<file path="src/hdl/cpu_cycle_cost_accumulator_defines.svh">
// ----------------------------------------------------------------------------
// Assertion macros for the cycle cost accumulator
// Shared concurrent assertion forms; they compile away when NO_ASSERTIONS is set.
// ----------------------------------------------------------------------------
`ifndef CPU_CYCLE_COST_ACCUMULATOR_DEFINES_SVH
`define CPU_CYCLE_COST_ACCUMULATOR_DEFINES_SVH
`ifndef NO_ASSERTIONS
// Same-cycle implication.
`define CCA_ASSERT_IMP(label, clk, rst_n, ante, cons) \
    label: assert property (@(posedge clk) disable iff (!(rst_n)) (ante) |-> (cons)) \
        else $error("assertion failed");
// Next-cycle implication.
`define CCA_ASSERT_NXT(label, clk, rst_n, ante, cons) \
    label: assert property (@(posedge clk) disable iff (!(rst_n)) (ante) |=> (cons)) \
        else $error("assertion failed");
`else
`define CCA_ASSERT_IMP(label, clk, rst_n, ante, cons)
`define CCA_ASSERT_NXT(label, clk, rst_n, ante, cons)
`endif
`endif

</file>
<file path="src/hdl/ccca_pkg.sv">
// ----------------------------------------------------------------------------
// ccca_pkg
// Types, command codes and widths shared by the cycle cost accumulator.
// ----------------------------------------------------------------------------
`default_nettype none

package ccca_pkg;

    localparam int CLASS_CNT   = 8;
    localparam int CLS_IDX_W   = 3;
    localparam int DELTA_W     = 6;
    localparam int TOTAL_W     = 64;
    localparam int COUNT_W     = 32;
    localparam int CMD_W       = 5;
    localparam int CFG_IDX_W   = 2;
    localparam int CFG_DATA_W  = 2;
    localparam int QUEUE_DEPTH = 2;

    // Command codes.
    localparam logic [CMD_W-1:0] CMD_CLASS_FIRST  = 5'd0;
    localparam logic [CMD_W-1:0] CMD_CLASS_LAST   = 5'd7;
    localparam logic [CMD_W-1:0] CMD_LD_IMM_DWORD = 5'd8;
    localparam logic [CMD_W-1:0] CMD_LD_IMM_WORD  = 5'd9;
    localparam logic [CMD_W-1:0] CMD_LD_IMM_BYTE  = 5'd10;
    localparam logic [CMD_W-1:0] CMD_LD_IMM_OFS   = 5'd11;
    localparam logic [CMD_W-1:0] CMD_LD_REG_OFS   = 5'd12;
    localparam logic [CMD_W-1:0] CMD_LD_MULTI     = 5'd13;
    localparam logic [CMD_W-1:0] CMD_ST_IMM_OFS   = 5'd14;
    localparam logic [CMD_W-1:0] CMD_ST_REG_OFS   = 5'd15;
    localparam logic [CMD_W-1:0] CMD_ST_MULTI     = 5'd16;
    localparam logic [CMD_W-1:0] CMD_MUL          = 5'd17;
    localparam logic [CMD_W-1:0] CMD_MUL_LONG     = 5'd18;
    localparam logic [CMD_W-1:0] CMD_BRANCH       = 5'd19;
    localparam logic [CMD_W-1:0] CMD_UNDEF        = 5'd20;
    localparam logic [CMD_W-1:0] CMD_SWAP         = 5'd21;
    localparam logic [CMD_W-1:0] CMD_SWI          = 5'd22;
    localparam logic [CMD_W-1:0] CMD_BKPT         = 5'd23;
    localparam logic [CMD_W-1:0] CMD_MSR          = 5'd24;
    localparam logic [CMD_W-1:0] CMD_MRS          = 5'd25;

    // Core generations.
    localparam logic [1:0] CORE_OLDEST   = 2'd0;
    localparam logic [1:0] CORE_MIDDLE   = 2'd1;
    localparam logic [1:0] CORE_ENHANCED = 2'd2;

    // Access sizes.
    localparam logic [1:0] SIZE_WORD  = 2'd2;
    localparam logic [1:0] SIZE_DWORD = 2'd3;

    // Configuration register indexes.
    localparam logic [CFG_IDX_W-1:0] CFG_CORE_KIND = 2'd0;
    localparam logic [CFG_IDX_W-1:0] CFG_CYCLE_EN  = 2'd1;
    localparam logic [CFG_IDX_W-1:0] CFG_OP_EN     = 2'd2;

    localparam logic [4:0] PC_LOAD_COST = 5'd4;
    localparam logic [4:0] MAX_REGS     = 5'd16;

    // One classified event on its way from the front to the back.
    typedef struct packed {
        logic                       is_class;
        logic [CLS_IDX_W-1:0]       cls_idx;
        logic                       inc;
        logic signed [DELTA_W-1:0]  delta;
    } t_ccca_op;

endpackage

`default_nettype wire

</file>
<file path="src/hdl/ccca_front.sv">
// ----------------------------------------------------------------------------
// ccca_front
// Holds the configuration and turns each input item into a class or cost op.
// ----------------------------------------------------------------------------
`default_nettype none

module ccca_front
    import ccca_pkg::*;
(
    input  wire logic                   i_clk,
    input  wire logic                   i_rst_n,
    input  wire logic                   i_cfg_valid,
    input  wire logic [CFG_IDX_W-1:0]   i_cfg_index,
    input  wire logic [CFG_DATA_W-1:0]  i_cfg_data,
    input  wire logic [CMD_W-1:0]       i_cmd,
    input  wire logic                   i_target_is_pc,
    input  wire logic [1:0]             i_size_code,
    input  wire logic [4:0]             i_num_regs,
    input  wire logic                   i_list_has_pc,
    input  wire logic [31:0]            i_mul_operand,
    input  wire logic [31:0]            i_psr_fields,
    input  wire logic                   i_privileged,
    output t_ccca_op                    o_op
);

    logic [1:0] r_core_kind;
    logic       r_cycle_en;
    logic       r_op_en;

    always_ff @(posedge i_clk) begin
        if (!i_rst_n) begin
            r_core_kind <= CORE_OLDEST;
            r_cycle_en  <= 1'b1;
            r_op_en     <= 1'b1;
        end else if (i_cfg_valid) begin
            unique case (i_cfg_index)
                CFG_CORE_KIND: r_core_kind <= i_cfg_data[1:0];
                CFG_CYCLE_EN:  r_cycle_en  <= i_cfg_data[0];
                CFG_OP_EN:     r_op_en     <= i_cfg_data[0];
                default: ;
            endcase
        end
    end

    function automatic logic [4:0] load_cost(input logic [1:0] core, input logic pc,
                                             input logic slow);
        logic [4:0] c;
        if (pc)
            c = PC_LOAD_COST;
        else if (core == CORE_OLDEST)
            c = 5'd2;
        else
            c = slow ? 5'd1 : 5'd0;
        return c;
    endfunction

    logic [1:0] core;
    logic [4:0] rc_sat;
    logic [4:0] multi_rest;
    logic       oldest;
    logic       enhanced;
    logic       dword;
    logic [4:0] cost;

    assign core       = (r_core_kind > CORE_ENHANCED) ? CORE_ENHANCED : r_core_kind;
    assign oldest     = (core == CORE_OLDEST);
    assign enhanced   = (core == CORE_ENHANCED);
    assign dword      = (i_size_code == SIZE_DWORD);
    assign rc_sat     = (i_num_regs > MAX_REGS) ? MAX_REGS : i_num_regs;
    assign multi_rest = (rc_sat > 5'd1) ? rc_sat - 5'd1 : 5'd1;

    always_comb begin
        cost = 5'd0;
        unique case (i_cmd) inside
            CMD_LD_IMM_DWORD: cost = load_cost(core, i_target_is_pc, 1'b0);
            CMD_LD_IMM_WORD, CMD_LD_IMM_BYTE:
                cost = load_cost(core, i_target_is_pc, 1'b1);
            CMD_LD_IMM_OFS:
                cost = load_cost(core, i_target_is_pc, i_size_code != SIZE_WORD);
            CMD_LD_REG_OFS: begin
                cost = load_cost(core, i_target_is_pc, i_size_code != SIZE_WORD)
                       + {4'd0, enhanced};
            end
            CMD_LD_MULTI: begin
                if (oldest)
                    cost = rc_sat + 5'd1 + (i_list_has_pc ? 5'd2 : 5'd0);
                else if (i_list_has_pc)
                    cost = multi_rest + ((enhanced && rc_sat == 5'd0) ? 5'd3 : 5'd4);
                else
                    cost = multi_rest;
            end
            CMD_ST_IMM_OFS: cost = {4'd0, oldest} + {4'd0, dword};
            CMD_ST_REG_OFS: cost = {4'd0, oldest || enhanced} + {4'd0, dword};
            CMD_ST_MULTI:   cost = oldest ? rc_sat : multi_rest;
            CMD_MUL: begin
                // Early termination on the significant bytes of the operand.
                if (enhanced)
                    cost = 5'd1;
                else if (~|i_mul_operand[31:8] || &i_mul_operand[31:8])
                    cost = 5'd1;
                else if (~|i_mul_operand[31:16] || &i_mul_operand[31:16])
                    cost = 5'd2;
                else if (~|i_mul_operand[31:24] || &i_mul_operand[31:24])
                    cost = 5'd3;
                else
                    cost = 5'd0;
            end
            CMD_MUL_LONG: begin
                if (enhanced || ~|i_mul_operand[31:8])
                    cost = 5'd2;
                else if (~|i_mul_operand[31:16])
                    cost = 5'd3;
                else if (~|i_mul_operand[31:24])
                    cost = 5'd4;
                else
                    cost = 5'd0;
            end
            CMD_BRANCH, CMD_SWI, CMD_BKPT: cost = 5'd2;
            CMD_UNDEF: cost = oldest ? 5'd3 : 5'd2;
            CMD_SWAP:  cost = oldest ? 5'd3 : 5'd1;
            // Unprivileged writes only reach the flag fields.
            CMD_MSR:   cost = (i_privileged && |i_psr_fields[23:0]) ? 5'd2 : 5'd0;
            CMD_MRS:   cost = oldest ? 5'd0 : 5'd1;
            default:   cost = 5'd0;
        endcase
    end

    always_comb begin
        o_op.is_class = (i_cmd <= CMD_CLASS_LAST);
        o_op.cls_idx  = i_cmd[CLS_IDX_W-1:0];
        o_op.inc      = r_op_en;
        o_op.delta    = (r_cycle_en && !o_op.is_class) ? signed'({1'b0, cost})
                                                       : '0;
    end

endmodule

`default_nettype wire

</file>
<file path="src/hdl/ccca_fifo.sv">
// ----------------------------------------------------------------------------
// ccca_fifo
// Short register queue of classified ops between the front and the back.
// ----------------------------------------------------------------------------
`default_nettype none

`include "cpu_cycle_cost_accumulator_defines.svh"

module ccca_fifo
    import ccca_pkg::*;
#(
    parameter int DEPTH = QUEUE_DEPTH
) (
    input  wire logic     i_clk,
    input  wire logic     i_rst_n,
    input  wire logic     i_push,
    input  wire t_ccca_op i_push_op,
    output logic          o_full,
    output logic          o_valid,
    output t_ccca_op      o_head,
    input  wire logic     i_pop
);

    localparam int PTR_W = (DEPTH > 1) ? $clog2(DEPTH) : 1;
    localparam int CNT_W = $clog2(DEPTH + 1);

    t_ccca_op         r_mem [DEPTH];
    logic [PTR_W-1:0] r_wr;
    logic [PTR_W-1:0] r_rd;
    logic [CNT_W-1:0] r_count;
    logic [PTR_W-1:0] n_wr;
    logic [PTR_W-1:0] n_rd;
    logic [CNT_W-1:0] n_count;
    logic             push;
    logic             pop;

    assign o_full  = (r_count == CNT_W'(DEPTH));
    assign o_valid = (r_count != '0);
    assign o_head  = r_mem[r_rd];
    assign push    = i_push && !o_full;
    assign pop     = i_pop && o_valid;

    always_comb begin
        n_wr    = r_wr;
        n_rd    = r_rd;
        n_count = r_count;
        if (push)
            n_wr = (r_wr == PTR_W'(DEPTH - 1)) ? '0 : r_wr + 1'b1;
        if (pop)
            n_rd = (r_rd == PTR_W'(DEPTH - 1)) ? '0 : r_rd + 1'b1;
        if (push && !pop)
            n_count = r_count + 1'b1;
        else if (pop && !push)
            n_count = r_count - 1'b1;
    end

    always_ff @(posedge i_clk) begin
        if (!i_rst_n) begin
            r_wr    <= '0;
            r_rd    <= '0;
            r_count <= '0;
        end else begin
            r_wr    <= n_wr;
            r_rd    <= n_rd;
            r_count <= n_count;
        end
    end

    always_ff @(posedge i_clk) begin
        if (push)
            r_mem[r_wr] <= i_push_op;
    end

    `CCA_ASSERT_IMP(a_count_bound, i_clk, i_rst_n, 1'b1, r_count <= CNT_W'(DEPTH))
    `CCA_ASSERT_IMP(a_empty_ptrs, i_clk, i_rst_n, r_count == '0, r_wr == r_rd)
    `CCA_ASSERT_NXT(a_fill_step, i_clk, i_rst_n, push && !pop, r_count == $past(r_count) + 1'b1)

endmodule

`default_nettype wire

</file>
<file path="src/hdl/ccca_back.sv">
// ----------------------------------------------------------------------------
// ccca_back
// Applies queued ops to the class counters and the cycle total; output stage.
// ----------------------------------------------------------------------------
`default_nettype none

`include "cpu_cycle_cost_accumulator_defines.svh"

module ccca_back
    import ccca_pkg::*;
(
    input  wire logic                   i_clk,
    input  wire logic                   i_rst_n,
    input  wire logic                   i_op_valid,
    input  wire t_ccca_op               i_op,
    output logic                        o_pop,
    output logic                        o_out_valid,
    input  wire logic                   i_out_ready,
    output logic signed [DELTA_W-1:0]   o_cycle_delta,
    output logic [TOTAL_W-1:0]          o_cycle_total,
    output logic [COUNT_W-1:0]          o_class_count
);

    logic [TOTAL_W-1:0]        r_acc;
    logic [COUNT_W-1:0]        r_cnt [CLASS_CNT];
    logic                      r_out_valid;
    logic signed [DELTA_W-1:0] r_delta;
    logic [TOTAL_W-1:0]        r_total;
    logic [COUNT_W-1:0]        r_class;
    logic [TOTAL_W-1:0]        n_acc;
    logic [COUNT_W-1:0]        n_cnt;
    logic                      pop;

    assign pop   = i_op_valid && (!r_out_valid || i_out_ready);
    assign o_pop = pop;
    assign n_acc = r_acc + {{(TOTAL_W - DELTA_W){i_op.delta[DELTA_W-1]}}, i_op.delta};
    assign n_cnt = r_cnt[i_op.cls_idx] + {{(COUNT_W - 1){1'b0}}, i_op.inc};

    always_ff @(posedge i_clk) begin
        if (!i_rst_n) begin
            r_acc       <= '0;
            r_out_valid <= 1'b0;
            for (int i = 0; i < CLASS_CNT; i++)
                r_cnt[i] <= '0;
        end else begin
            if (pop)
                r_out_valid <= 1'b1;
            else if (i_out_ready)
                r_out_valid <= 1'b0;
            if (pop && i_op.is_class)
                r_cnt[i_op.cls_idx] <= n_cnt;
            if (pop && !i_op.is_class)
                r_acc <= n_acc;
        end
    end

    always_ff @(posedge i_clk) begin
        if (pop) begin
            if (i_op.is_class) begin
                r_delta <= '0;
                r_total <= r_acc;
                r_class <= n_cnt;
            end else begin
                r_delta <= i_op.delta;
                r_total <= n_acc;
                r_class <= '0;
            end
        end
    end

    assign o_out_valid   = r_out_valid;
    assign o_cycle_delta = r_delta;
    assign o_cycle_total = r_total;
    assign o_class_count = r_class;

    `CCA_ASSERT_NXT(a_class_no_delta, i_clk, i_rst_n, pop && i_op.is_class, r_out_valid && ~|r_delta)
    `CCA_ASSERT_NXT(a_acc_hold, i_clk, i_rst_n, !pop, $stable(r_acc))
    `CCA_ASSERT_IMP(a_no_overrun, i_clk, i_rst_n, r_out_valid && !i_out_ready, !pop)

endmodule

`default_nettype wire

</file>
<file path="src/hdl/cpu_cycle_cost_accumulator.sv">
// ----------------------------------------------------------------------------
// cpu_cycle_cost_accumulator
// Counts micro-op classes and accumulates per-core extra cycle costs.
// ----------------------------------------------------------------------------
// Usage:
//   Input channel (i_in_valid / o_in_ready) takes one micro-op event per item.
//   Commands 0 to 7 bump one of eight wrapping 32-bit class counters; commands
//   8 to 25 add the extra cycles of one operation kind to a wrapping 64-bit
//   total. Every item produces exactly one result item on the output channel
//   (o_out_valid / i_out_ready) with the delta, the running total and the
//   touched class count.
//   Configuration (i_cfg_valid / o_cfg_ready, always ready) selects the core
//   generation and enables cycle and class counting; write it only while idle.
//   The back registers each result. Throughput: one item per cycle,
//   sustained while the receiver is ready; the front classifies and costs an
//   item combinationally, and the single 64-bit add in the back sets the pace.
//   When the receiver stalls, results wait in the output register and the
//   two-entry queue fills; o_in_ready drops only once the queue is full.
//   Synchronous active-low reset clears all counters, the total, the queue,
//   and sets core kind 0 with both enables on.
// ----------------------------------------------------------------------------
`default_nettype none

module cpu_cycle_cost_accumulator
    import ccca_pkg::*;
#(
    parameter int QUEUE_DEPTH_P = QUEUE_DEPTH
) (
    input  wire logic                   i_clk,
    input  wire logic                   i_rst_n,
    // Configuration write channel.
    input  wire logic                   i_cfg_valid,
    output logic                        o_cfg_ready,
    input  wire logic [CFG_IDX_W-1:0]   i_cfg_index,
    input  wire logic [CFG_DATA_W-1:0]  i_cfg_data,
    // Input item channel.
    input  wire logic                   i_in_valid,
    output logic                        o_in_ready,
    input  wire logic [CMD_W-1:0]       i_cmd,
    input  wire logic                   i_target_is_pc,
    input  wire logic [1:0]             i_size_code,
    input  wire logic [4:0]             i_num_regs,
    input  wire logic                   i_list_has_pc,
    input  wire logic [31:0]            i_mul_operand,
    input  wire logic [31:0]            i_psr_fields,
    input  wire logic                   i_privileged,
    // Result item channel.
    output logic                        o_out_valid,
    input  wire logic                   i_out_ready,
    output logic signed [DELTA_W-1:0]   o_cycle_delta,
    output logic [TOTAL_W-1:0]          o_cycle_total,
    output logic [COUNT_W-1:0]          o_class_count
);

    t_ccca_op front_op;
    t_ccca_op head_op;
    logic     q_full;
    logic     q_valid;
    logic     q_pop;

    // Register writes are always accepted.
    assign o_cfg_ready = 1'b1;
    assign o_in_ready  = !q_full;

    // Front: configuration registers, decode and cost lookup.
    ccca_front u_front (
        .i_clk          (i_clk),
        .i_rst_n        (i_rst_n),
        .i_cfg_valid    (i_cfg_valid),
        .i_cfg_index    (i_cfg_index),
        .i_cfg_data     (i_cfg_data),
        .i_cmd          (i_cmd),
        .i_target_is_pc (i_target_is_pc),
        .i_size_code    (i_size_code),
        .i_num_regs     (i_num_regs),
        .i_list_has_pc  (i_list_has_pc),
        .i_mul_operand  (i_mul_operand),
        .i_psr_fields   (i_psr_fields),
        .i_privileged   (i_privileged),
        .o_op           (front_op)
    );

    // Queue decouples the accepting side from a stalled receiver.
    ccca_fifo #(
        .DEPTH (QUEUE_DEPTH_P)
    ) u_fifo (
        .i_clk     (i_clk),
        .i_rst_n   (i_rst_n),
        .i_push    (i_in_valid),
        .i_push_op (front_op),
        .o_full    (q_full),
        .o_valid   (q_valid),
        .o_head    (head_op),
        .i_pop     (q_pop)
    );

    // Back: counter and accumulator state plus the output register.
    ccca_back u_back (
        .i_clk         (i_clk),
        .i_rst_n       (i_rst_n),
        .i_op_valid    (q_valid),
        .i_op          (head_op),
        .o_pop         (q_pop),
        .o_out_valid   (o_out_valid),
        .i_out_ready   (i_out_ready),
        .o_cycle_delta (o_cycle_delta),
        .o_cycle_total (o_cycle_total),
        .o_class_count (o_class_count)
    );

endmodule

`default_nettype wire
</file>
<file path="config.mk">
export PLATFORM = sky130hd
export DESIGN_NAME = cpu_cycle_cost_accumulator
export DESIGN_NICKNAME = d
export VERILOG_FILES = /design/src/hdl/ccca_pkg.sv /design/src/hdl/ccca_front.sv /design/src/hdl/ccca_fifo.sv /design/src/hdl/ccca_back.sv /design/src/hdl/cpu_cycle_cost_accumulator.sv
export VERILOG_INCLUDE_DIRS = /design/src /design/src/hdl
export SDC_FILE = /design/constraint.sdc
export NUM_CORES = 1
export LEC_CHECK = 0
export BUFFER_PORTS_ARGS = -buffer_cell sky130_fd_sc_hd__buf_2
export CAP_MARGIN = 20
export CORE_ASPECT_RATIO = 1.25
export CORE_UTILIZATION = 65
export CTS_CLUSTER_DIAMETER = 80
export DETAILED_ROUTE_END_ITERATION = 12
export GPL_ROUTABILITY_DRIVEN = 0
export PLACE_DENSITY_LB_ADDON = 0.08
export REMOVE_ABC_BUFFERS = 1
export SLEW_MARGIN = 20
export SYNTH_ARGS = -nofsm -noshare
export SYNTH_HDL_FRONTEND = slang
export SYNTH_SLANG_ARGS = --single-unit
export TNS_END_PERCENT = 1
</file>
<file path="constraint.sdc">
create_clock -name i_clk -period 8.65 [get_ports i_clk]
set_input_delay 1.73 -clock i_clk [delete_from_list [all_inputs] [get_ports i_clk]]
set_output_delay 1.73 -clock i_clk [all_outputs]
set_load 0.05 [all_outputs]
</file>
# --- Word level (Yosys, flattened, before mapping) ---
# Memory sizes are Yosys's and may differ from the RTL's. A register that Yosys moved wholly into a read port is not among the register bits.
# Index checks and enable logic that the tools add are counted.
word_totals:
  ram_bits: 276
  output_inout_bits: 105
  in_bits: 88
  elab_cells: 145
  register_bits: 175
  n_memories: 2
memory_table:
  columns: ["name", "words", "word_bits", "rd", "rd_ports_with_merged_regs", "wr", "line", "rtl"]
  rows:
  - ["u_back.r_cnt", 8, 32, 1, 0, 8, "ccca_back.sv:25", "logic [COUNT_W-1:0] r_cnt [CLASS_CNT];"]
  - ["u_fifo.r_mem", 2, 10, 1, 1, 1, "ccca_fifo.sv:27", "t_ccca_op r_mem [DEPTH];"]
classes:
  n_mux: 47
  n_reduce_logical: 44
  n_lt_le_gt_ge: 4
  addsub: 13
  n_eq_ne: 24
ops:
  columns: ["cell", "n"]
  rows:
  - ["two-way mux 5 bit", 16]
  - ["one-hot mux 5 bit (15 select lines)", 1]
  - ["adder 64 bit", 1]
  - ["two-way mux 64 bit", 1]
  - ["== test 5 bit (second input constant)", 10]
  - ["OR reduction 24 bit", 2]
  - ["== test 5 x 4 -> 1 bit (second input constant)", 8]
  - ["adder 32 x 1 -> 32 bit", 1]
  - ["two-way mux 32 bit", 1]
  - ["OR reduction 32 bit", 1]
  - ["AND reduction 24 bit", 1]
  - ["two-way mux 2 bit", 9]
  - ["two-way mux 1 bit", 16]
  - ["AND reduction 16 bit", 1]
  - ["OR reduction 16 bit", 1]
  - ["adder 5 bit", 2]
  - ["logical AND 1 bit", 10]
  - ["logical NOT 1 bit", 9]
  - ["two-way mux 3 bit", 3]
  - ["== test 2 bit (second input constant)", 4]
  - ["AND reduction 8 bit", 1]
  - ["OR reduction 8 bit", 1]
  - ["logical OR 1 bit", 6]
  - ["AND reduction 2 bit", 3]
  - ["other kinds (18)", 23]

# --- Logic depth before layout (Yosys ltp) ---
# Gate-level depths: netlist of run 1.
logic_depth:
  depth_word: 10
  mapped_depth: 17
  depth_no_buf: 13

# --- Modules after synthesis ---
# From an unflattened synthesis of run 1, not the netlist that was laid out.
unflattened:
  hier_cells: 2298
  hier_area_um2: 24412.2
by_module_without_submodules:
  columns: ["module", "instances", "area_per_inst_um2", "cells_each"]
  rows:
  - ["ccca_back", 1, 21954.8, 2035]
  - ["ccca_front", 1, 1416.4, 201]
  - ["ccca_fifo", 1, 1026.0, 59]
  - ["cpu_cycle_cost_accumulator", 1, 15.0, 3]

# --- Worst setup path before layout of run 1 ---
# No wires, ideal clock.
synth_path:
  path_type: "input-to-reg"
  startpoint: "in i_out_ready"
  endpoint: "mem u_back.r_cnt[0][0] (enable)"
  arrival_time_ns: 5.972
  setup_slack_ns: 2.289
  path_buffers: 3
  t_required_ns: 8.261
  setup_time_ns: 0.389
  stages: 10
  cell_sequence: "nor2b_1 > or2_2 > clkbuf_1 > inv_1 > and3_1 > clkbuf_1 > and2_1 > nand2_1 > clkbuf_1 > nand2_1"
synth_lines:
  columns: ["element", "line", "rtl"]
  rows:
  - ["start: declaration", "cpu_cycle_cost_accumulator.sv:49", "input wire logic i_out_ready,"]
  - ["end: declaration", "ccca_back.sv:25", null]

==> results of run 1 <==
## critical path, cell delays in order, from the launching register on
cell and delay [ps]:
edfxtp_1 830, nor3_1 240, buf_4 250, nor2_1 490, buf_4 320, o22ai_1 120, a211oi_1 370, ha_1 320
nor4b_2 570, nor2b_1 420, nand3b_1 260, xnor2_1 860, nor2_1 120
## sequential cells by signal (all words and copies together) (netlist names), named ones only
register              flops
u_front.r_core_kind       2
u_back.r_acc             64
u_back.r_cnt            256
u_back.o_out_valid        1
u_fifo.r_wr               1
u_fifo.r_count            2
u_back.o_cycle_total     64
u_back.o_class_count     32
u_fifo.r_mem             20
u_front.r_op_en           1
u_front.r_cycle_en        1
u_back.o_cycle_delta      5
u_fifo.r_rd               1
## routing by layer
| metal | routed length [microns] | share of wire (%) | track usage (%) | vias up |
|---|---|---|---|---|
| met5 | 0 | 0 | 0 | - |
| met4 | 2100 | 3.8 | 13.2 | 0 |
| met3 | 4650 | 8.4 | 5.60 | 150 |
| met2 | 28100 | 51 | 57.3 | 803 |
| met1 | 20400 | 37 | 39.8 | 7758 |
| li1 | - | - | - | 7204 |
## cells in the mapped netlist, types with 9 or more instances
cell,number
a21boi_0,12
a21oi_1,57
a221oi_1,9
a222oi_1,10
a22o_1,23
a22oi_1,18
and2_1,66
and3_1,14
and4_1,10
buf_2,24
clkbuf_1,73
dfxtp_1,74
edfxtp_1,377
ha_1,18
inv_1,30
mux2_2,16
mux2i_1,20
nand2_1,184
nand2b_1,10
nand3_1,47
nand4_1,29
nor2_1,369
nor2b_1,18
nor3_1,28
nor4_1,24
o21ai_0,57
o22ai_1,12
or3_1,15
xnor2_1,82
xor2_1,57
## cell type report
type                       count  share of cell area [%]
clock buffer                  53                    4.65
clock inverter                22                    1.18
inverter                      32                   0.508
multi-input combinational   1346                    34.1
sequential                   451                    53.0
tap                          418                    2.16
timing repair buffer         200                    4.41
## cell families after synthesis
family / count (synthesis) / share of synthesized area (%)
xor gates and xnor gates: 148 / 6.30
buffers and inverters: 144 / 3.00
AOI/OAI and AO/OA: 266 / 8.58
adders and majority gates: 21 / 1.32
DFF: 451 / 59.1
and+or+nand+nor: 871 / 19.7
muxes: 38 / 1.93
other: 2 / 0.0347
## through the flow
stage | hold slack, ps | cells | worst slack, ps | util, %
after detailed placement | 503 | 2447 | 3180 | 69.4
final | 519 | 2522 | 3190 | 73.7
after CTS | 521 | 2522 | 3300 | 73.7
after floorplan | 419 | 1829 | 2060 | -
after global placement | 469 | 2447 | 3320 | 69.4
after global routing | 530 | 2522 | 3110 | 73.7
## cell usage in the layout, fill, tap and decap left out, types with 19 or more instances in the layout
master	instances
edfxtp_1	377
nor2_1	367
nand2_1	179
buf_2	174
xnor2_1	82
dfxtp_1	74
and2_1	66
a21oi_1	57
o21ai_0	57
xor2_1	57
nand3_1	47
clkbuf_16	43
inv_1	29
nand4_1	29
nor3_1	28
buf_4	26
a22o_1	23
nor4_1	23
mux2i_1	19
## worst paths after layout
path	start	slack (ps)	cells after the start	to
min	u_back.r_acc[0]	520	2	u_back.r_acc[0]
min reg2reg	u_back.r_acc[0]	520	2	u_back.r_acc[0]
max reg2reg	u_fifo.r_mem[0][7]	3190	12	u_back.r_cnt[3][11]
max	u_fifo.r_mem[0][7]	3190	12	u_back.r_cnt[3][11]
## where the power goes
part           leakage [uW]  internal [uW]  switching, uW
Clock              0.000690           1130            795
Sequential          0.00443           2770            121
Combinational       0.00379            523           1890
==> key figures, run 1 <==
Run status
  • Status: complete, no violations

Timing
  • RSZ-0062 raised after global routing: false
  • Slew HR: 24.4%
  • Fmax: 0.183 GHz
  • Worst slew pin tran: 1130 ps
  • Fin. max-slew vios: 0
  • Crit path time final: around 5500 ps
  • Fin crit share: roughly 63%
  • Setup TNS: 0 ps
  • Clock skew: 34.3 ps
  • Setup violators final: 0
  • Fin. Hold Viols: 0

Setup path
  • Worst path arrival time: 5730 ps
  • CP max FO: 17
  • Crit start category: flip-flop
  • Crit end category: flip-flop
  • Critical Path RT: 8920 ps
  • Kind of critical path: reg -> reg

Route
  • Detail-routed net length per standard cell: 21.9 microns
  • DRT antenna net count: 0
  • DRC: 0
  • Via count: between 15k and 20k
  • Routed WL: approximately 55 mm
  • Vias per Instance: 6.31
  • TritonRoute pass-1 iters: 6
  • Initial drt markers: approximately 1.5k

GRT
  • Largest net degree at the start of global routing: approximately 80
  • GRT Util Overall: 32.7%
  • Grt ovf: 0
  • Vias in the first global route: roughly 16k
  • First-pass GRT wire length: 84.2 mm
  • Initial antenna violation count: 0

CTS
  • Clk Latency, worst-skew pair: 560 ps
  • Post CTS Setup Buffer Count: 0
  • CTS buffer count: between 40 and 50
  • Reg clk slew, reported paths: approximately 70 ps
  • Clock Root Buffer: clkbuf_16
  • CTS resizes: 0
  • H-tree Lvls: 2
  • Hold buffers post-CTS: 0
  • Clk buf depth: 3
  • Clock sink count: between 400 and 500
  • CTS tree: built

Place
  • Post-DP HPWL: approximately 34 mm
  • DP Area: ~23000 sq um
  • Buffers on Ports: around 170

Die
  • Die area: 34000 sq um
  • FP Rows: between 70 and 80
  • DIE WIDTH: roughly 170 microns
  • Core ar.: roughly 33000 sq um
  • Initial Util: ~66%
  • Die height: approximately 210 microns
  • I/O pin count: between 150 and 200

Synthesis
  • Synthesized area per cell: around 11 sq um
  • Ys async rst share: 0%
  • Synthesis warning total: 0
  • Synth cell types: 87
  • Synth Register Bits: 451
  • Top FF cell, synth: edfxtp_1
  • Post-synthesis sequential area ratio: roughly three fifths
  • Synth Cell Area: 21600 sq um
  • Top post-synthesis cells by area: edfxtp_1, dfxtp_1, nor2_1, xnor2_1, nand2_1
  • Post-synth EDFFs: 377
  • Yosys top cell by area: edfxtp_1
  • Mapped Cells: around 1.9k
  • Synth top area share: 52.3%

Flow run
  • Max cap viols: 0

Pwr
  • Peak VDD IR: about 0.28 mV
  • Power per cell area: between 200 and 300 nW/um^2
  • Static Leak: between 0.008 and 0.009 uW
  • Final Power: 7230 uW

Layout
  • Multi-input logic area: 8240 sq um
  • FF+latch area: about 13000 sq um
  • Fin area: roughly 24000 sq um
  • Area Growth Syn to Fin: 11.6%
  • Antenna cells: 0
  • Share of post-route cells with drive strength above 1: between 10% and 20%
  • Final nets: 2182
  • FILL cells: about 2.3k

Hold path
  • HP Class: reg -> reg
Power figures use the tool's default switching activity.
==> run 2, diff against run 1 <==
--- a/config.mk
+++ b/config.mk
@@ -9,7 +9,7 @@
 export BUFFER_PORTS_ARGS = -buffer_cell sky130_fd_sc_hd__buf_2
 export CAP_MARGIN = 20
 export CORE_ASPECT_RATIO = 1.25
-export CORE_UTILIZATION = 65
+export CORE_UTILIZATION = 60
 export CTS_CLUSTER_DIAMETER = 80
 export DETAILED_ROUTE_END_ITERATION = 12
 export GPL_ROUTABILITY_DRIVEN = 0
==> constraint.sdc (replaced) <==
create_clock -name i_clk -period 5.25 [get_ports i_clk]
set_input_delay 1.05 -clock i_clk [delete_from_list [all_inputs] [get_ports i_clk]]
set_output_delay 1.05 -clock i_clk [all_outputs]
set_load 0.05 [all_outputs]
==> key figures, run 2 (same netlist as run 1, synthesis figures left out) <==
Route
  • DRC: 0 (unchanged)
  • Via count: 15.8k (-0.57%)
  • Detail-routed net length per standard cell: 21.3 microns (-2.9%)
  • Vias per Instance: 6.02 (-4.6%)
  • Initial drt markers: 1674 (+8.3%)
  • DRT antenna net count: 0 (unchanged)
  • Routed WL: 55.9 mm (+1.2%)
  • TritonRoute pass-1 iters: 8 (+2)

Hold path
  • Min-Delay Endpoint: u_fifo.r_mem[0][5]
  • Hold path start: u_front.r_op_en
  • HP Class: reg -> reg
  • Worst hold path cell count: 0 (-2)

Timing
  • Fmax: 0.215 GHz (+17%)
  • Slew HR: 35.6% (+11 points)
  • Fin. Hold Viols: 0 (unchanged)
  • Worst slew pin tran: 964 ps (-170 ps)
  • Crit path time final: 4650 ps (-808 ps)
  • Setup TNS: 0 ps (unchanged)
  • WHS: 485 ps (-33.9 ps)
  • Clock skew: 12.1 ps (-22.3 ps)
  • Fin. max-slew vios: 0 (unchanged)
  • Setup violators final: 0 (unchanged)
  • RSZ-0062 raised after global routing: false
  • Fin crit share: 88.6% (+25 points)

Layout
  • Final nets: 2228 (+2.1%)
  • FILL cells: 2711 (+19%)
  • Largest register FFs: 256 (unchanged)
  • Area Growth Syn to Fin: 14.0%
  • Share of post-route cells with drive strength above 1: 18.1% (+1.9 points)
  • Top reg by flops: u_back.r_cnt
  • Multi-input logic area: 8210 sq um (-0.35%)
  • Antenna cells: 0 (unchanged)
  • Most common cell after layout, fill and taps aside: edfxtp_1
  • FF+latch area: 12800 sq um (unchanged)
  • Finished Layout Cells: 2628 (+4.2%)
  • Commonest non-fill, non-tap cells in the layout: edfxtp_1, nor2_1, nand2_1

Die
  • Initial Util: 61.1% (-5.0 points)
  • FP Rows: 77 (+4.1%)
  • I/O pin count: 193 (unchanged)
  • DIE WIDTH: 172 microns (+4.0%)
  • Die area: 36800 sq um (+8.2%)
  • Die height: 214 microns (+4.0%)
  • Core ar.: 35500 sq um (+8.2%)

GRT
  • Initial antenna violation count: 0 (unchanged)
  • Largest net degree at the start of global routing: 76 (-2.6%)
  • Vias in the first global route: 15.3k (-2.5%)
  • First-pass GRT wire length: 85.4 mm (+1.5%)
  • GRT Util Overall: 30.5% (-2.2 points)
  • Grt ovf: 0 (unchanged)

Pwr
  • Gate power share: 33.8% (+0.4 points)
  • Net Sw Frac: 38.8% (-0.079 points)
  • Sequential power share: 39.2% (-0.8 points)
  • Power Internal: 7470 uW (+69%)
  • Static Leak: 0.00917 uW (+3.0%)
  • P_sw: 4730 uW (+68%)
  • Power per cell area: 494 nW/um^2 (+65%)
  • Final Power: 12200 uW (+69%)
  • Peak VDD IR: 0.420 mV (+48%)
  • Clock power frac: 27.1% (+0.5 points)

Setup path
  • Crit start category: flip-flop
  • Path depth of the worst reg2reg path: 10 (-2)
  • Kind of critical path: reg -> reg
  • FF-to-FF setup slack: 600 ps (-2590 ps)
  • Worst path arrival time: 4940 ps (-790 ps)
  • CP max FO: 19 (+2)
  • R2R Path End: u_back.o_class_count[31]
  • Critical Path RT: 5530 ps (-3390 ps)
  • Crit end category: flip-flop

CTS
  • Post CTS Setup Buffer Count: 0 (unchanged)
  • Hold buffers post-CTS: 0 (unchanged)
  • CTS resizes: 0 (unchanged)
  • Clock Root Buffer: clkbuf_16
  • CTS tree: built
  • CTS buffer count: 43 (+2.4%)
  • Reg clk slew, reported paths: 70 ps (about the same)
  • Clk Latency, worst-skew pair: 560 ps (about the same)
  • Clk buf depth: 3 (unchanged)
  • Clock sink count: 451 (unchanged)
  • H-tree Lvls: 2 (unchanged)

Place
  • Buffers on Ports: 174 (unchanged)
  • Post-DP HPWL: 34.4 mm (+1.6%)
  • Placed instance count: 2548 (+4.1%)

Flow run
  • Max cap viols: 0 (unchanged)

Run status
  • Status: complete, no violations
[run 2: cell count changes in the layout (fill, tap and decap cells not counted), moves of 3 or more]
cell,before,now
inv_6,1,5
clkinv_1,7,4
nand2_2,6,1
buf_12,0,5
nand2_1,179,184
clkbuf_1,9,4
clkinv_2,8,12
clkinvlp_4,1,5
buf_4,26,66
[run 2: power groups by stage]
| stage | registers (uW) | logic, uW | clock network [uW] |
|---|---|---|---|
| finish | 4780 | 4120 | 3300 |
| global route | 4820 | 4330 | 3450 |
| CTS | 4780 | 4110 | 3330 |
| detailed placement | 4840 | 4090 | 0 |
| global placement | 4830 | 4050 | 0 |
| floorplan | 6130 | 1500 | 0 |
[run 2: worst max path at each step]
stage / startpoint / endpoint / slack [ps]
2_1_floorplan: i_out_ready / u_back.r_cnt[3][0] / -660
3_3_place_gp: flip-flop / u_back.o_class_count[31] / 690
3_5_place_dp: flip-flop / u_back.o_class_count[31] / 700
4_1_cts: flip-flop / u_back.o_class_count[31] / 630
5_1_grt: flip-flop / u_back.o_cycle_total[50] / 380
6_report: flip-flop / u_back.o_class_count[31] / 600
[run 2: routing by layer]
metal  track usage (%)  routed length [microns]  part of all wire, %
met1              41.0                    22200                   40
met2              51.2                    27900                   50
met3              3.43                     4120                  7.4
met4              10.6                     1660                  3.0
met5                 0                        0                    0
[run 2: layout make-up]
| cell class | instances | area share (%) |
|---|---|---|
| inverter | 32 | 0.497 |
| sequential | 451 | 51.9 |
| multi-input combinational | 1346 | 33.3 |
| clock buffer | 47 | 4.42 |
| clock inverter | 33 | 1.61 |
| tap | 474 | 2.40 |
| timing repair buffer | 245 | 5.94 |
[run 2: per-stage QoR]
step           area (sq um)  utilization (%)  setup slack [ps]
2_1_floorplan         21100                -              -665
3_3_place_gp          23200             65.4               689
3_5_place_dp          23200             65.4               704
4_1_cts               24700             69.6               629
5_1_grt               24700             69.6               377
6_report              24700             69.6               597
[run 2: critical path, stage by stage, from the launching register on]
cell,delay (ps)
dfxtp_1,950
nor3b_2,760
or2_2,560
a22o_1,240
a2111oi_2,70
buf_4,180
nor4_4,370
nand2_2,250
nor4_2,490
xor2_2,400
nor2_1,80
==> run 3, diff against run 2 <==
--- a/config.mk
+++ b/config.mk
@@ -6,13 +6,12 @@
 export SDC_FILE = /design/constraint.sdc
 export NUM_CORES = 1
 export LEC_CHECK = 0
-export BUFFER_PORTS_ARGS = -buffer_cell sky130_fd_sc_hd__buf_2
-export CAP_MARGIN = 20
 export CORE_ASPECT_RATIO = 1.25
-export CORE_UTILIZATION = 60
+export CORE_UTILIZATION = 64
 export CTS_CLUSTER_DIAMETER = 80
 export DETAILED_ROUTE_END_ITERATION = 12
-export GPL_ROUTABILITY_DRIVEN = 0
+export DONT_BUFFER_PORTS = 1
+export GPL_ROUTABILITY_DRIVEN = 1
 export PLACE_DENSITY_LB_ADDON = 0.08
 export REMOVE_ABC_BUFFERS = 1
 export SLEW_MARGIN = 20
==> key figures, run 3 (same netlist as run 1, synthesis figures left out) <==
Timing
  • Fmax: 0.215 GHz (about the same)
  • Clock skew: 28.6 ps (+16.5 ps)
  • Fin. max-slew vios: 0 (unchanged)
  • Setup violators final: 0 (unchanged)
  • Worst slew pin tran: 949 ps (-15.4 ps)
  • RSZ-0062 raised after global routing: false
  • Slew HR: 36.8% (+1.1 points)
  • Crit path time final: 4650 ps (-1.10 ps)
  • Fin. Hold Viols: 0 (unchanged)
  • Fin crit share: 88.6% (about the same)
  • Setup TNS: 0 ps (unchanged)

CTS
  • CTS tree: built
  • Clk Latency, worst-skew pair: 560 ps (about the same)
  • Clock sink count: 451 (unchanged)
  • Clock Root Buffer: clkbuf_16
  • CTS resizes: 0 (unchanged)
  • Post CTS Setup Buffer Count: 0 (unchanged)
  • Hold buffers post-CTS: 0 (unchanged)
  • Clk buf depth: 3 (unchanged)
  • CTS buffer count: 42 (-2.3%)
  • Reg clk slew, reported paths: 60 ps (about the same)
  • H-tree Lvls: 2 (unchanged)

Route
  • DRT antenna net count: 0 (unchanged)
  • DRC: 3 (+3)
  • TritonRoute pass-1 iters: 10 (+2)
  • Routed WL: 55.4 mm (-0.92%)
  • Initial drt markers: 1456 (-13%)
  • Detail-routed net length per standard cell: 23.2 microns (+9.2%)
  • Vias per Instance: 6.42 (+6.6%)
  • Via count: 15.3k (-3.3%)

Pwr
  • Static Leak: 0.00837 uW (-8.7%)
  • Power per cell area: 494 nW/um^2 (about the same)
  • Peak VDD IR: 0.395 mV (-6.1%)

Die
  • I/O pin count: 193 (unchanged)
  • Die area: 34600 sq um (-6.2%)
  • Core ar.: 33000 sq um (-7.0%)
  • DIE WIDTH: 167 microns (-3.1%)
  • Initial Util: 65.7% (+4.6 points)
  • FP Rows: 74 (-3.9%)
  • Die height: 208 microns (-3.1%)

Place
  • Buffers on Ports: 0 (-100%)
  • Final Wtd Congestion: ~0.92
  • Post-DP HPWL: 33.5 mm (-2.6%)

Layout
  • Commonest non-fill, non-tap cells in the layout: edfxtp_1, nor2_1, nand2_1
  • Final core utilization: 71.6% (+2.0 points)
  • Area Growth Syn to Fin: 8.98%
  • Top reg by flops: u_back.r_cnt
  • Antenna cells: 0 (unchanged)
  • Share of post-route cells with drive strength above 1: 9.76% (-8.3 points)
  • Largest register FFs: 256 (unchanged)
  • Most common cell after layout, fill and taps aside: edfxtp_1
  • Final nets: 2044 (-8.3%)

Run status
  • Status: finished, violations left
  • Failing checks: DRC

GRT
  • First-pass GRT wire length: 84.4 mm (-1.3%)
  • Grt ovf: 0 (unchanged)
  • Largest net degree at the start of global routing: 85 (+12%)
  • Initial antenna violation count: 0 (unchanged)
  • Vias in the first global route: 15.3k (-0.22%)
  • GRT Util Overall: 32.0% (+1.5 points)

Hold path
  • HP Class: reg -> reg

Setup path
  • Worst path arrival time: 4910 ps (-30 ps)
  • Crit start category: flip-flop
  • Kind of critical path: reg -> reg
  • CP max FO: 14 (-5)
  • Crit end category: flip-flop
  • Critical Path RT: 5510 ps (-20 ps)

Flow run
  • Max cap viols: 0 (unchanged)
[run 3: cell types whose count changed in the layout (fill, tap and decap cells not counted), sizes merged]
cell,previous run,this run
clkinvlp,5,2
clkbuf,47,55
clkinv,17,15
inv,35,31
bufinv,8,5
buf,245,62
[run 3: critical path, stage by stage (launching register included)]
cell	delay [ps]
dfxtp_1	560
and3b_1	520
or2_1	490
a32o_1	290
a211oi_1	210
ha_1	310
nor4b_2	580
nand4_2	380
nor3_2	260
xor2_1	600
nor2_1	160
[run 3: metal layers]
metal | wire (microns) | up-vias | part of all wire (%) | global-route usage (%)
met3 | 4760 | 163 | 8.6 | 5.51
met4 | 2360 | 0 | 4.3 | 15.2
met2 | 27900 | 751 | 50 | 56.0
met1 | 20400 | 7457 | 37 | 38.6
li1 | - | 6939 | - | -
met5 | 0 | - | 0 | 0
[run 3: power by group]
group | total, uW | internal [uW] | switching (uW)
Clock | 3090 | 1780 | 1310
Sequential | 6130 | 4600 | 1530
Combinational | 2440 | 726 | 1720
[run 3: per-stage QoR]
| stage | hold slack [ps] | power [uW] | cells | setup slack, ps | instance area (sq um) |
|---|---|---|---|---|---|
| detailed placement | 465 | 8580 | 2309 | 693 | 22200 |
| CTS | 485 | 11700 | 2385 | 691 | 23600 |
| global placement | 471 | 8530 | 2308 | 797 | 22200 |
| finish | 486 | 11700 | 2385 | 598 | 23600 |
| floorplan | 419 | 7630 | 1829 | -665 | 21100 |
| global route | 521 | 12000 | 2385 | 298 | 23600 |
[run 3: layout make-up]
type	count	area [sq um]
Clock inverter	21	231
Timing Repair Buffer	62	563
Inverter	32	123
Clock buffer	55	1140
Sequential cell	451	12800
Tap cell	418	523
Fill cell	2360	9370
Multi-Input combinational cell	1346	8210
[run 3: path summary, 6_finish.rpt]
kind	slack, ps	from	cells past startpoint	endpoint
worst max register to register	600	flip-flop	10	u_back.o_class_count[27]
worst min register to register	490	u_front.r_op_en	0	u_fifo.r_mem[0][5]
worst min-delay path	490	u_front.r_op_en	0	u_fifo.r_mem[0][5]
worst max-delay path	600	flip-flop	10	u_back.o_class_count[27]
